File: src/rtl/hse_pkg.sv
// Shared types, constants and the codeword function of the Hamming(15,11) stream encoder.
package hse_pkg;

  localparam int unsigned ByteW        = 8;
  localparam int unsigned DataPerBlock = 11;
  localparam int unsigned CodePerBlock = 15;
  localparam int unsigned DataBitsW    = 10;
  localparam int unsigned DataCntW     = 4;
  localparam int unsigned OutBitsW     = 7;
  localparam int unsigned OutCntW      = 3;
  localparam int unsigned ValidW       = 4;
  localparam int unsigned MaxResults   = 3;
  localparam int unsigned ResCntW      = 2;

  typedef struct packed {
    logic [ByteW-1:0]  code_byte;
    logic [ValidW-1:0] valid_bits;
    logic              last_out;
  } result_t;

  // Builds the codeword in transmit order: position 1 lands in the top bit.
  // The first data bit of the block is d[10].
  function automatic logic [CodePerBlock-1:0] encode_block(
    input logic [DataPerBlock-1:0] d
  );
    logic p1;
    logic p2;
    logic p4;
    logic p8;
    p1 = d[10] ^ d[9] ^ d[7] ^ d[6] ^ d[4] ^ d[2] ^ d[0];
    p2 = d[10] ^ d[8] ^ d[7] ^ d[5] ^ d[4] ^ d[1] ^ d[0];
    p4 = d[9]  ^ d[8] ^ d[7] ^ d[3] ^ d[2] ^ d[1] ^ d[0];
    p8 = d[6]  ^ d[5] ^ d[4] ^ d[3] ^ d[2] ^ d[1] ^ d[0];
    return {p1, p2, d[10], p4, d[9], d[8], d[7], p8, d[6:0]};
  endfunction

endpackage

File: src/rtl/hse_in_if.sv
// Input channel of the Hamming(15,11) stream encoder: message bytes with an end marker.
interface hse_in_if;
  logic                      valid;
  logic                      ready;
  logic [hse_pkg::ByteW-1:0] data_byte;
  logic                      end_of_message;

  modport source (output valid, output data_byte, output end_of_message, input ready);
  modport sink   (input valid, input data_byte, input end_of_message, output ready);
endinterface

File: src/rtl/hse_out_if.sv
// Output channel of the Hamming(15,11) stream encoder: packed codeword bytes.
interface hse_out_if;
  logic                       valid;
  logic                       ready;
  logic [hse_pkg::ByteW-1:0]  code_byte;
  logic [hse_pkg::ValidW-1:0] valid_bits;
  logic                       last_out;

  modport source (output valid, output code_byte, output valid_bits, output last_out,
                  input ready);
  modport sink   (input valid, input code_byte, input valid_bits, input last_out,
                  output ready);
endinterface

File: src/rtl/hamming_15_11_stream_encoder.sv
// Top level of the Hamming(15,11) stream encoder.
//
// Usage: message bytes enter on in_i (valid/ready), bit 7 first. Every 11 data
// bits form one 15-bit codeword, sent in position order and packed into bytes
// on out_o, earliest bit in bit 7. A byte with end_of_message set closes the
// message: a partial data block is dropped, leftover codeword bits leave as a
// zero-padded byte with valid_bits below 8, or an empty terminator (valid_bits
// 0) is sent, and last_out marks that final result.
// The results of a byte are registered and appear on out_o in the cycle after
// its transfer. A byte yields zero to three results, which are held in a small
// result register and sent one per cycle while out_o.ready is high; the next
// byte is taken in the same cycle as the last result of the previous one
// leaves, so a byte with results holds off the next byte until all have left.
// Reset clears the bit accumulators and drops any results not yet sent.
// When the receiver stalls, the current result holds on out_o and in_i.ready
// stays low once the held results of one byte are waiting.
module hamming_15_11_stream_encoder (
  input  logic      clk_i,
  input  logic      rst_ni,
  hse_in_if.sink    in_i,
  hse_out_if.source out_o
);

  logic [hse_pkg::DataBitsW-1:0] data_bits_q, data_bits_d;
  logic [hse_pkg::DataCntW-1:0]  data_count_q, data_count_d;
  logic [hse_pkg::OutBitsW-1:0]  out_bits_q, out_bits_d;
  logic [hse_pkg::OutCntW-1:0]   out_count_q, out_count_d;

  hse_pkg::result_t              res_q [hse_pkg::MaxResults];
  hse_pkg::result_t              res_d [hse_pkg::MaxResults];
  logic [hse_pkg::ResCntW-1:0]   res_cnt_q, res_cnt_d;
  logic [hse_pkg::ResCntW-1:0]   res_idx_q, res_idx_d;

  logic                          in_take;
  logic                          out_take;
  logic                          bundle_done;

  logic [hse_pkg::DataBitsW+hse_pkg::ByteW-1:0]    joined;
  logic [hse_pkg::OutCntW-1:0]                     shamt;
  logic                                            has_block;
  logic [hse_pkg::DataPerBlock-1:0]                block;
  logic [hse_pkg::CodePerBlock-1:0]                code;
  logic [hse_pkg::OutBitsW+hse_pkg::CodePerBlock-1:0] aligned;
  logic [hse_pkg::OutBitsW-1:0]                    nxt_ob;
  logic [hse_pkg::OutCntW-1:0]                     nxt_oc;
  logic [hse_pkg::ByteW-1:0]                       flush_code;
  logic [hse_pkg::ResCntW-1:0]                     n_res;

  assign in_take     = in_i.valid && in_i.ready;
  assign out_take    = out_o.valid && out_o.ready;
  assign bundle_done = (res_cnt_q == '0) ||
                       (out_take && (res_idx_q == res_cnt_q - 2'd1));
  assign in_i.ready  = bundle_done;

  assign out_o.valid      = (res_cnt_q != '0);
  assign out_o.code_byte  = res_q[res_idx_q].code_byte;
  assign out_o.valid_bits = res_q[res_idx_q].valid_bits;
  assign out_o.last_out   = res_q[res_idx_q].last_out;

  // A block completes within this byte once three or more data bits are pending;
  // shamt is then the number of byte bits that spill into the next block.
  always_comb begin
    joined    = {data_bits_q, in_i.data_byte};
    shamt     = hse_pkg::OutCntW'(data_count_q - 4'd3);
    has_block = (data_count_q >= 4'd3);
    block     = hse_pkg::DataPerBlock'(joined >> shamt);
    code      = hse_pkg::encode_block(block);
    aligned   = {out_bits_q, code} << (3'd7 - out_count_q);
  end

  always_comb begin
    data_bits_d  = data_bits_q;
    data_count_d = data_count_q;
    out_bits_d   = out_bits_q;
    out_count_d  = out_count_q;
    res_d        = res_q;
    res_cnt_d    = res_cnt_q;
    res_idx_d    = res_idx_q;
    nxt_ob       = out_bits_q;
    nxt_oc       = out_count_q;
    n_res        = '0;
    flush_code   = '0;

    if (out_take) begin
      if (res_idx_q == res_cnt_q - 2'd1) begin
        res_cnt_d = '0;
        res_idx_d = '0;
      end else begin
        res_idx_d = res_idx_q + 2'd1;
      end
    end

    if (in_take) begin
      if (has_block) begin
        data_bits_d  = hse_pkg::DataBitsW'(in_i.data_byte & ~(8'hFF << shamt));
        data_count_d = {1'b0, shamt};
        res_d[0]     = '{code_byte: aligned[21:14],
                         valid_bits: hse_pkg::ValidW'(hse_pkg::ByteW), last_out: 1'b0};
        n_res        = 2'd1;
        if (out_count_q != '0) begin
          res_d[1] = '{code_byte: aligned[13:6],
                       valid_bits: hse_pkg::ValidW'(hse_pkg::ByteW), last_out: 1'b0};
          n_res    = 2'd2;
          nxt_oc   = out_count_q - 3'd1;
          nxt_ob   = {1'b0, aligned[5:0]} >> (3'd7 - out_count_q);
        end else begin
          nxt_oc = 3'd7;
          nxt_ob = aligned[13:7];
        end
      end else begin
        data_bits_d  = joined[hse_pkg::DataBitsW-1:0];
        data_count_d = data_count_q + 4'd8;
      end
      out_bits_d  = nxt_ob;
      out_count_d = nxt_oc;

      if (in_i.end_of_message) begin
        // With nothing pending the flush byte is all zero with count zero,
        // which is exactly the terminator.
        flush_code   = hse_pkg::ByteW'({nxt_ob, 1'b0} << (3'd7 - nxt_oc));
        res_d[n_res] = '{code_byte: flush_code, valid_bits: {1'b0, nxt_oc},
                         last_out: 1'b1};
        n_res        = n_res + 2'd1;
        data_bits_d  = '0;
        data_count_d = '0;
        out_bits_d   = '0;
        out_count_d  = '0;
      end
      res_cnt_d = n_res;
      res_idx_d = '0;
    end
  end

  always_ff @(posedge clk_i or negedge rst_ni) begin
    if (!rst_ni) begin
      data_bits_q  <= '0;
      data_count_q <= '0;
      out_bits_q   <= '0;
      out_count_q  <= '0;
      res_cnt_q    <= '0;
      res_idx_q    <= '0;
    end else begin
      data_bits_q  <= data_bits_d;
      data_count_q <= data_count_d;
      out_bits_q   <= out_bits_d;
      out_count_q  <= out_count_d;
      res_cnt_q    <= res_cnt_d;
      res_idx_q    <= res_idx_d;
    end
  end

  always_ff @(posedge clk_i) begin
    res_q <= res_d;
  end

`ifndef SYNTHESIS
  a_short_byte_is_last: assert property (@(posedge clk_i) disable iff (!rst_ni)
    out_o.valid && (out_o.valid_bits != hse_pkg::ValidW'(hse_pkg::ByteW)) |-> out_o.last_out)
    else $error("partial output byte without last_out");

  a_last_is_final_slot: assert property (@(posedge clk_i) disable iff (!rst_ni)
    out_o.valid && out_o.last_out |-> (res_idx_q == res_cnt_q - 2'd1))
    else $error("last_out result is not the final held result");

  a_data_count_range: assert property (@(posedge clk_i) disable iff (!rst_ni)
    data_count_q <= hse_pkg::DataCntW'(hse_pkg::DataPerBlock - 1))
    else $error("data bit count beyond one block");

  a_state_cleared_at_end: assert property (@(posedge clk_i) disable iff (!rst_ni)
    in_take && in_i.end_of_message |=>
      (data_count_q == '0) && (out_count_q == '0) && (out_bits_q == '0))
    else $error("state not cleared after end of message");

  a_ready_needs_drain: assert property (@(posedge clk_i) disable iff (!rst_ni)
    in_i.ready && (res_cnt_q != '0) |-> out_take)
    else $error("input ready while held results remain");
`endif

endmodule
File: src/flat_wrapper.sv
// flat-port wrapper written by rule: the top's interface ports become plain ports
module hamming_15_11_stream_encoder_flat 
  (clk_i, rst_ni, in_i_valid, in_i_data_byte, in_i_end_of_message, in_i_ready, out_o_valid, out_o_code_byte, out_o_valid_bits, out_o_last_out, out_o_ready);
  hse_in_if in_i_i ();
  hse_out_if out_o_i ();
  input  logic clk_i;
  input  logic rst_ni;
  input wire logic [$bits(in_i_i.valid)-1:0] in_i_valid;
  input wire logic [$bits(in_i_i.data_byte)-1:0] in_i_data_byte;
  input wire logic [$bits(in_i_i.end_of_message)-1:0] in_i_end_of_message;
  output wire logic [$bits(in_i_i.ready)-1:0] in_i_ready;
  output wire logic [$bits(out_o_i.valid)-1:0] out_o_valid;
  output wire logic [$bits(out_o_i.code_byte)-1:0] out_o_code_byte;
  output wire logic [$bits(out_o_i.valid_bits)-1:0] out_o_valid_bits;
  output wire logic [$bits(out_o_i.last_out)-1:0] out_o_last_out;
  input wire logic [$bits(out_o_i.ready)-1:0] out_o_ready;
  assign in_i_i.valid = in_i_valid;
  assign in_i_i.data_byte = in_i_data_byte;
  assign in_i_i.end_of_message = in_i_end_of_message;
  assign in_i_ready = in_i_i.ready;
  assign out_o_valid = out_o_i.valid;
  assign out_o_code_byte = out_o_i.code_byte;
  assign out_o_valid_bits = out_o_i.valid_bits;
  assign out_o_last_out = out_o_i.last_out;
  assign out_o_i.ready = out_o_ready;
  hamming_15_11_stream_encoder u_core (.clk_i(clk_i), .rst_ni(rst_ni), .in_i(in_i_i), .out_o(out_o_i));
endmodule
File: config.mk
export PLATFORM = sky130hd
export DESIGN_NAME = hamming_15_11_stream_encoder_flat
export DESIGN_NICKNAME = d
export VERILOG_FILES = /design/src/rtl/hse_pkg.sv /design/src/rtl/hse_in_if.sv /design/src/rtl/hse_out_if.sv /design/src/rtl/hamming_15_11_stream_encoder.sv /design/src/flat_wrapper.sv
export SDC_FILE = /design/constraint.sdc
export NUM_CORES = 1
export LEC_CHECK = 0
export BUFFER_PORTS_ARGS = -buffer_cell sky130_fd_sc_hd__buf_4
export CORE_UTILIZATION = 35
export CTS_CLUSTER_SIZE = 40
export DETAILED_ROUTE_END_ITERATION = 7
export GPL_ROUTABILITY_DRIVEN = 1
export SYNTH_ARGS = -nofsm -noshare
export SYNTH_HDL_FRONTEND = slang
export SYNTH_SLANG_ARGS = --single-unit
File: constraint.sdc
create_clock -name clk_i -period 9.19 [get_ports clk_i]
set_input_delay 0.4595 -clock clk_i [delete_from_list [all_inputs] [get_ports clk_i]]
set_output_delay 0.4595 -clock clk_i [all_outputs]
set_load 0.02 [all_outputs]
==> flow_summary.yaml, run 1 <==
cts:
  post-cts-setup-buffers: 0
  post_cts_resize_count: 0
  clock_latency_ps: 350
  ctsHoldBuffers: 0
  cts.clk_slew.worst_paths_ps: 60
  cts_tree: "done"
  h-tree-depth: 3
  clock-sinks: 67
  numCtsBuffers: 9
  clockBufferDepth: 2
  cts-root-buf: "clkbuf_16"
yosys:
  synth_edf_count: 39
  ys_warn_count: 0
  synthesis.area_sq_um: 5547
  synthFlopType: "edfxtp_1"
  seq_area_frac_synth_pct: 33.75
  synth_top_area_cell: "edfxtp_1"
  ys_top_cells_by_count: "nand2_1, o21ai_0, mux2i_1, nor2_1, edfxtp_1"
  synth.most_common_cell: "nand2_1"
  synth_area_leaders: "edfxtp_1, dfrtp_1, mux2i_1, mux4_2, nand2_1"
  postSynthCellCount: 589
  synth_nets: 609
  ys_ff_latch: 67
  async_flop_share_pct: 41.79
  ys_types: 71
  avgSynthCellArea_sq_um: 9.417
  yosys.area.top_type_share_pct: 21.11
finish:
  drive_gt1_share_pct: 16.14
  insertedDiodeCount: 0
  nets: 616
  postLayoutCellArea_sq_um: 6178
  syn2layout_area_growth_pct: 11.39
place:
  place_ws_ps: 3468
  dp_hpwl_um: 11990
  portBuffers: 27
  placed_cell_area_sq_um: 5888
  gp_congestion: 0.9270
timing:
  tightest_slew_ps: 1113
  period_share_pct: 58.01
  slew_headroom_pct: 25.61
  clock.fmax_mhz: 187.6
  skew_ps: 7.761
  fin_tns_setup_ps: 0
  layout_setup_ws_ps: 3859
  hold_ws_ps: 38.14
  finalSetupViolCount: 0
  rsz0062_at_grt: "no"
  period_needed_ps: 5331
  slew_violations: 0
  hold_viol: 0
critical_path:
  cp_max_fo: 29
  rr_endpoint: "u_core.res_q[25]"
  startpoint_type: "flip-flop"
  arrival_ps: 5390
  r2r_cells: 11
  timing.reg2reg.setup_slack_ps: 3860
  timing.rr.start: "u_core.data_count_q[0]"
  path_class: "flip-flop to flip-flop"
  required_ps: 9250
  crit_path_end_kind: "flip-flop"
floorplanning:
  start_util_pct: 36.22
  die_x_um: 127.9
  coreArea_sq_um: 15310
  die_y_um: 127.9
  die-area_sq_um: 16350
  ios: 28
  rows: 45
global_route:
  grt_pass1_vias: 4635
  track_usage_pct: 21.40
  grt_max_degree: 39
  overflow: 0
  grt_pass1_wl_um: 26680
  antenna_found_initial: 0
routing:
  firstDrtPassIters: 6
  ant_nets: 0
  vias: 4840
  drtIter0Drc: 423
  routed_via_density: 5.961
  drcViolationCount: 0
  wl_per_cell_um: 20.52
  wirelength_um: 16660
outcome:
  status: "complete, no violations"
run:
  max-cap-violations: 0
worst_hold_path:
  holdCritPathClass: "input port to asynchronous set/reset pin"
[critical path, cell delays in order, from the launching register on]
cell and delay [ps]:
dfrtp_1 960, clkinv_1 480, ha_1 410, buf_4 340, mux4_1 620, a222oi_1 630, buf_2 310, xnor3_1 270
xnor2_1 150, mux2_2 280, a211oi_2 420, a22oi_1 160
[area by class of cell]
class                           count  area [sq um]
Clock buffer                       10         229.0
Clock inverter                      6         56.30
Fill cell                        1556          9136
Inverter                           19         71.32
Multi-Input combinational cell    461          3403
Sequential cell                    67          1872
Tap cell                          211         264.0
Timing Repair Buffer               38         282.8
[cells in the final DEF (no fill, tap or decap), drive strengths merged, types with 6 or more instances in the layout]
cell type	n
nand2	82
buf	38
clkbuf	10
o31ai	6
nand3	18
nand2b	6
xnor2	15
inv	16
and2	8
a21oi	24
nor3	7
a21o	7
dfrtp	28
edfxtp	39
nor2	47
o211ai	11
mux2i	46
a22o	6
a22oi	8
ha	7
and3	7
clkinv	7
a31oi	6
o21ai	53
mux2	12
mux4	21
[cells by family after synthesis]
logic type / count (synthesis) / share of synthesized area (%)
flops: 67 / 33.75
buf+inv: 61 / 4.985
xor+xnor: 23 / 5.075
compound gates: 164 / 19.87
fa+ha+maj: 7 / 1.579
mux: 79 / 19.81
simple gates: 188 / 14.93
[metal layers]
layer  global-route usage [%]  share of wire [%]  vias up
li1                         -                  -     2221
met1                    28.58                 45     2366
met2                    32.96                 45      206
met3                    5.718                7.2       47
met4                    8.374                3.1        0
met5                        0                  0        -
[worst max path at each step]
stage,startpoint,to,cells after the start
finish,u_core.data_count_q[0],u_core.res_q[25],11
detailed placement,u_core.data_count_q[0],u_core.res_q[38],11
floorplan,u_core.data_count_q[0],u_core.res_q[36],14
global placement,u_core.data_count_q[0],u_core.res_q[38],11
global route,u_core.data_count_q[0],u_core.res_q[23],11
CTS,u_core.data_count_q[0],u_core.res_q[38],11
[per-stage QoR]
| stage | instances | utilization (%) |
|---|---|---|
| after floorplan | 589 | - |
| after global placement | 795 | 38.45 |
| after detailed placement | 795 | 38.45 |
| after CTS | 811 | 40.31 |
| after global routing | 812 | 40.34 |
| final | 812 | 40.34 |
Power of run 1 is not shown: default switching activity piles up to over one toggle a cycle in this logic, so the estimate is an artifact.
==> run 2: changes to the inputs <==
- clock period: 9.19 -> 5.26 ns (I/O delays scaled with it)
==> flow_summary.yaml, run 2 (synthesized netlist as in run 1, its figures left out) <==
outcome:
  status: "complete, no violations"
timing:
  skew_ps: 7.636
  period_share_pct: 87.32
  fin_tns_setup_ps: 0
  tightest_slew_ps: 1009
  rsz0062_at_grt: "no"
  finalSetupViolCount: 0
  slew_violations: 0
  period_needed_ps: 4593
  hold_viol: 0
  clock.fmax_mhz: 217.7
  layout_setup_ws_ps: 666.9
  slew_headroom_pct: 32.60
finish:
  layout_common_cells: "nand2_1, o21ai_0, nor2_1, mux2i_1, buf_4"
  mostFrequentLayoutCell: "nand2_1"
  n_fill_cell: 1542
  syn2layout_area_growth_pct: 12.05
  nets: 619
  insertedDiodeCount: 0
  drive_gt1_share_pct: 16.39
critical_path:
  crit_slowest_cell: "ha_1"
  crit_path_end_kind: "flip-flop"
  arrival_ps: 4760
  max_stage_delay_ps: 670
  startpoint_type: "flip-flop"
  worst-path-buf-inv: 3
  crit_chain: "buf_4 > clkinv_1 > ha_1 > mux4_1 > a222oi_1 > buf_4 > xnor2_1 > xnor2_1 > xnor3_1 > a211oi_1 > o21ai_0 > o21ai_0"
  required_ps: 5430
  cp_max_fo: 21
  path_class: "flip-flop to flip-flop"
  timing.reg2reg.setup_slack_ps: 670
  r2r_cells: 12
  cp_top_family: "compound AO/OA/AOI/OAI gates"
  timing.rr.start: "u_core.data_count_q[0]"
place:
  portBuffers: 27
  place_ws_ps: 713.7
  dp_hpwl_um: 11960
  gp_congestion: 0.9120
cts:
  cts_tree: "done"
  cts.clk_slew.worst_paths_ps: 60
  post-cts-setup-buffers: 0
  h-tree-depth: 3
  clockBufferDepth: 2
  post_cts_resize_count: 0
  cts-root-buf: "clkbuf_16"
  numCtsBuffers: 9
  clock-sinks: 67
  clock_latency_ps: 340
run:
  max-cap-violations: 0
floorplanning:
  die_x_um: 127.9
  coreArea_sq_um: 15310
  rows: 45
  die-area_sq_um: 16350
  ios: 28
  die_y_um: 127.9
  start_util_pct: 36.22
routing:
  wirelength_um: 16560
  ant_nets: 0
  drcViolationCount: 0
  routed_via_density: 5.947
  drtIter0Drc: 435
  wl_per_cell_um: 20.32
  vias: 4847
  firstDrtPassIters: 5
worst_hold_path:
  hold_depth: 3
  holdCritPathClass: "input port to flip-flop"
  min_to: "u_core.res_idx_q[0]"
  min_from: "out_o_ready"
global_route:
  antenna_found_initial: 0
  overflow: 0
  grt_max_degree: 39
  track_usage_pct: 21.14
  grt_pass1_wl_um: 26610
  grt_pass1_vias: 4655
run 2: cell types whose count changed in the layout (fill, tap and decap cells not counted), sizes merged:
cell | before | now
buf | 38 | 40
clkbuf | 10 | 11
clkinv | 7 | 6
clkinvlp | 1 | 0
dlygate4sd3 | 0 | 1
inv | 16 | 17
run 2: how the worst max path moves through the flow:
stage,cells past startpoint,startpoint,slack [ps],endpoint
5_1_grt,12,u_core.data_count_q[0],380,flip-flop
6_report,12,u_core.data_count_q[0],670,flip-flop
3_3_place_gp,12,u_core.data_count_q[0],840,flip-flop
2_1_floorplan,14,u_core.data_count_q[0],1420,u_core.res_q[36]
4_1_cts,12,u_core.data_count_q[0],730,flip-flop
3_5_place_dp,12,u_core.data_count_q[0],710,flip-flop
run 2: worst register-to-register path, stage by stage (launching register included):
cell      delay [ps]
dfrtp_1          320
buf_4            290
clkinv_1         300
ha_1             670
mux4_1           670
a222oi_1         260
buf_4            240
xnor2_1          160
xnor2_1          150
xnor3_1          370
a211oi_1         470
o21ai_0          280
o21ai_0          250
run 2: stage by stage:
stage                     cells  hold slack, ps  util (%)  instance area [sq um]
after floorplan             589          -32.59         -                   5547
after global placement      798           207.6     38.59                   5911
after detailed placement    798           213.7     38.59                   5911
after CTS                   815           199.9     40.58                   6215
after global routing        815           228.0     40.58                   6215
final                       815           203.5     40.58                   6215
run 2: area by class of cell:
cell class | instances | area [sq um] | area share, %
repair buffers | 41 | 310.3 | 4.993
clock inverters | 5 | 61.31 | 0.9865
inverters | 19 | 71.32 | 1.148
multi-input cells | 461 | 3403 | 54.76
flip-flops and latches | 67 | 1872 | 30.12
well taps | 211 | 264.0 | 4.248
clock buffers | 11 | 232.7 | 3.745
run 2: repair_timing:
| item | 4_1_cts | 5_1_grt |
|---|---|---|
| setup endpoints to repair | 0 | 0 |
| hold buffers | 1 | 0 |
| endpoints found under the hold margin | 28 | 0 |
run 2: layer usage:
layer	vias to the layer above	GRT usage (%)	share of wire [%]
met5	-	0	0
met4	0	7.405	2.5
met3	36	5.050	8.2
met2	214	32.23	46
met1	2370	29.21	43
li1	2227	-	-
Power of run 2 is left out for the same reason.
==> run 3: changes to the inputs <==
- CORE_UTILIZATION: 35 -> 50
- PLACE_DENSITY: not set -> 0.67
==> flow_summary.yaml, run 3 (synthesized netlist as in run 1, its figures left out) <==
worst_hold_path:
  holdCritPathClass: "input port to flip-flop"
finish:
  mostFrequentLayoutCell: "nand2_1"
  drive_gt1_share_pct: 16.09
  insertedDiodeCount: 0
  n_fill_cell: 955
  nets: 618
  stdcell_count: 743
  syn2layout_area_growth_pct: 8.369
  postLayoutCellArea_sq_um: 6011
  layout_common_cells: "nand2_1, o21ai_0, nor2_1, mux2i_1"
critical_path:
  required_ps: 5470
  crit_slowest_cell: "o311ai_0"
  cp-endpoint: "u_core.res_q[23]"
  startpoint_type: "flip-flop"
  arrival_ps: 4540
  crit_start: "u_core.data_count_q[0]"
  crit_path_end_kind: "flip-flop"
  timing.rr.start: "u_core.data_count_q[0]"
  max_stage_delay_ps: 660
  path_class: "flip-flop to flip-flop"
  crit_chain: "buf_4 > ha_1 > inv_1 > ha_1 > inv_1 > mux2_4 > xor2_2 > xnor3_2 > xnor2_2 > o311ai_0 > a22oi_1 > a2bb2oi_1"
  timing.reg2reg.setup_slack_ps: 930
  rr_endpoint: "u_core.res_q[23]"
  r2r_cells: 12
  cp_max_fo: 20
floorplanning:
  die-area_sq_um: 11520
  rows: 38
  die_x_um: 107.3
  die_y_um: 107.3
  coreArea_sq_um: 10840
  start_util_pct: 51.17
  ios: 28
cts:
  cts.clk_slew.worst_paths_ps: 70
  cts_tree: "done"
  post-cts-setup-buffers: 0
  clock_latency_ps: 360
  cts-root-buf: "clkbuf_8"
  clock-sinks: 67
  h-tree-depth: 3
  clockBufferDepth: 2
  numCtsBuffers: 9
place:
  placed_cell_area_sq_um: 5814
  dp_cells: 726
  gp_congestion: 0.9835
  portBuffers: 27
  place_ws_ps: 1027
  dp_hpwl_um: 11520
timing:
  skew_ps: 8.848
  period_share_pct: 82.35
  fin_tns_setup_ps: 0
  clock.fmax_mhz: 230.9
  hold_viol: 0
  slew_headroom_pct: 32.79
  slew_violations: 0
  layout_setup_ws_ps: 928.5
  tightest_slew_ps: 1006
  finalSetupViolCount: 0
  period_needed_ps: 4332
  rsz0062_at_grt: "no"
global_route:
  grt_max_degree: 39
  track_usage_pct: 29.67
  grt_pass1_wl_um: 25890
  grt_pass1_vias: 4707
  antenna_found_initial: 0
  overflow: 0
outcome:
  status: "complete, no violations"
routing:
  wl_per_cell_um: 21.93
  vias: 4874
  routed_via_density: 6.560
  drcViolationCount: 0
  drtIter0Drc: 620
  ant_nets: 0
  firstDrtPassIters: 7
  wirelength_um: 16290
run:
  max-cap-violations: 0
-- run 3: cell types whose count changed in the layout (fill, tap and decap cells not counted) --
cell / before / now
buf_4: 40 / 39
clkbuf_16: 9 / 0
clkbuf_8: 0 / 9
clkinv_1: 3 / 4
clkinv_4: 2 / 1
clkinvlp_4: 0 / 1
inv_6: 1 / 0
-- run 3: worst min path at each step --
stage                 from  depth (start not counted)               endpoint  slack, ps
4_1_cts        out_o_ready                          3    u_core.res_idx_q[0]        170
5_1_grt        out_o_ready                          3    u_core.res_idx_q[0]        200
3_3_place_gp        rst_ni                          1   u_core.out_bits_q[1]        220
6_report       out_o_ready                          3    u_core.res_idx_q[0]        180
2_1_floorplan       rst_ni                          0  u_core.data_bits_q[0]        -30
3_5_place_dp        rst_ni                          1   u_core.out_bits_q[1]        230
-- run 3: what timing repair did --
action                                  4_1_cts  5_1_grt
hold buffers                                  1        0
endpoints found under the setup margin        0        0
endpoints found under the hold margin        28        0
resized for setup                             0        0
-- run 3: layout make-up --
| class | count | area, sq um | share of cell area, % |
|---|---|---|---|
| multi-input cells | 461 | 3403 | 56.62 |
| inverters | 19 | 71.32 | 1.187 |
| well taps | 140 | 175.2 | 2.914 |
| clock inverters | 5 | 55.05 | 0.9159 |
| flip-flops and latches | 67 | 1872 | 31.14 |
| repair buffers | 40 | 302.8 | 5.037 |
| clock buffers | 11 | 131.4 | 2.186 |
-- run 3: worst max-delay path: cells and delay by family, from the launching register on --
kind | cells | cell delay [ps]
AOI/OAI and AO/OA | 3 | 1040
muxes | 1 | 410
xor gates and xnor gates | 3 | 790
DFF | 1 | 350
buffers and inverters | 3 | 710
adders and majority gates | 2 | 880
-- run 3: stage by stage --
step,utilization (%),hold WS [ps]
3_3_place_gp,53.64,217.7
4_1_cts,55.45,173.9
3_5_place_dp,53.64,231.5
5_1_grt,55.45,197.0
6_report,55.45,178.7
2_1_floorplan,-,-32.59
-- run 3: routing by layer --
metal	vias to the layer above	routed length, um	GRT usage (%)
met5	-	0	0
met4	0	446	10.96
met3	50	1187	5.387
met2	233	7717	48.94
met1	2369	6941	38.93
li1	2222	-	-
Power of run 3 is left out for the same reason.
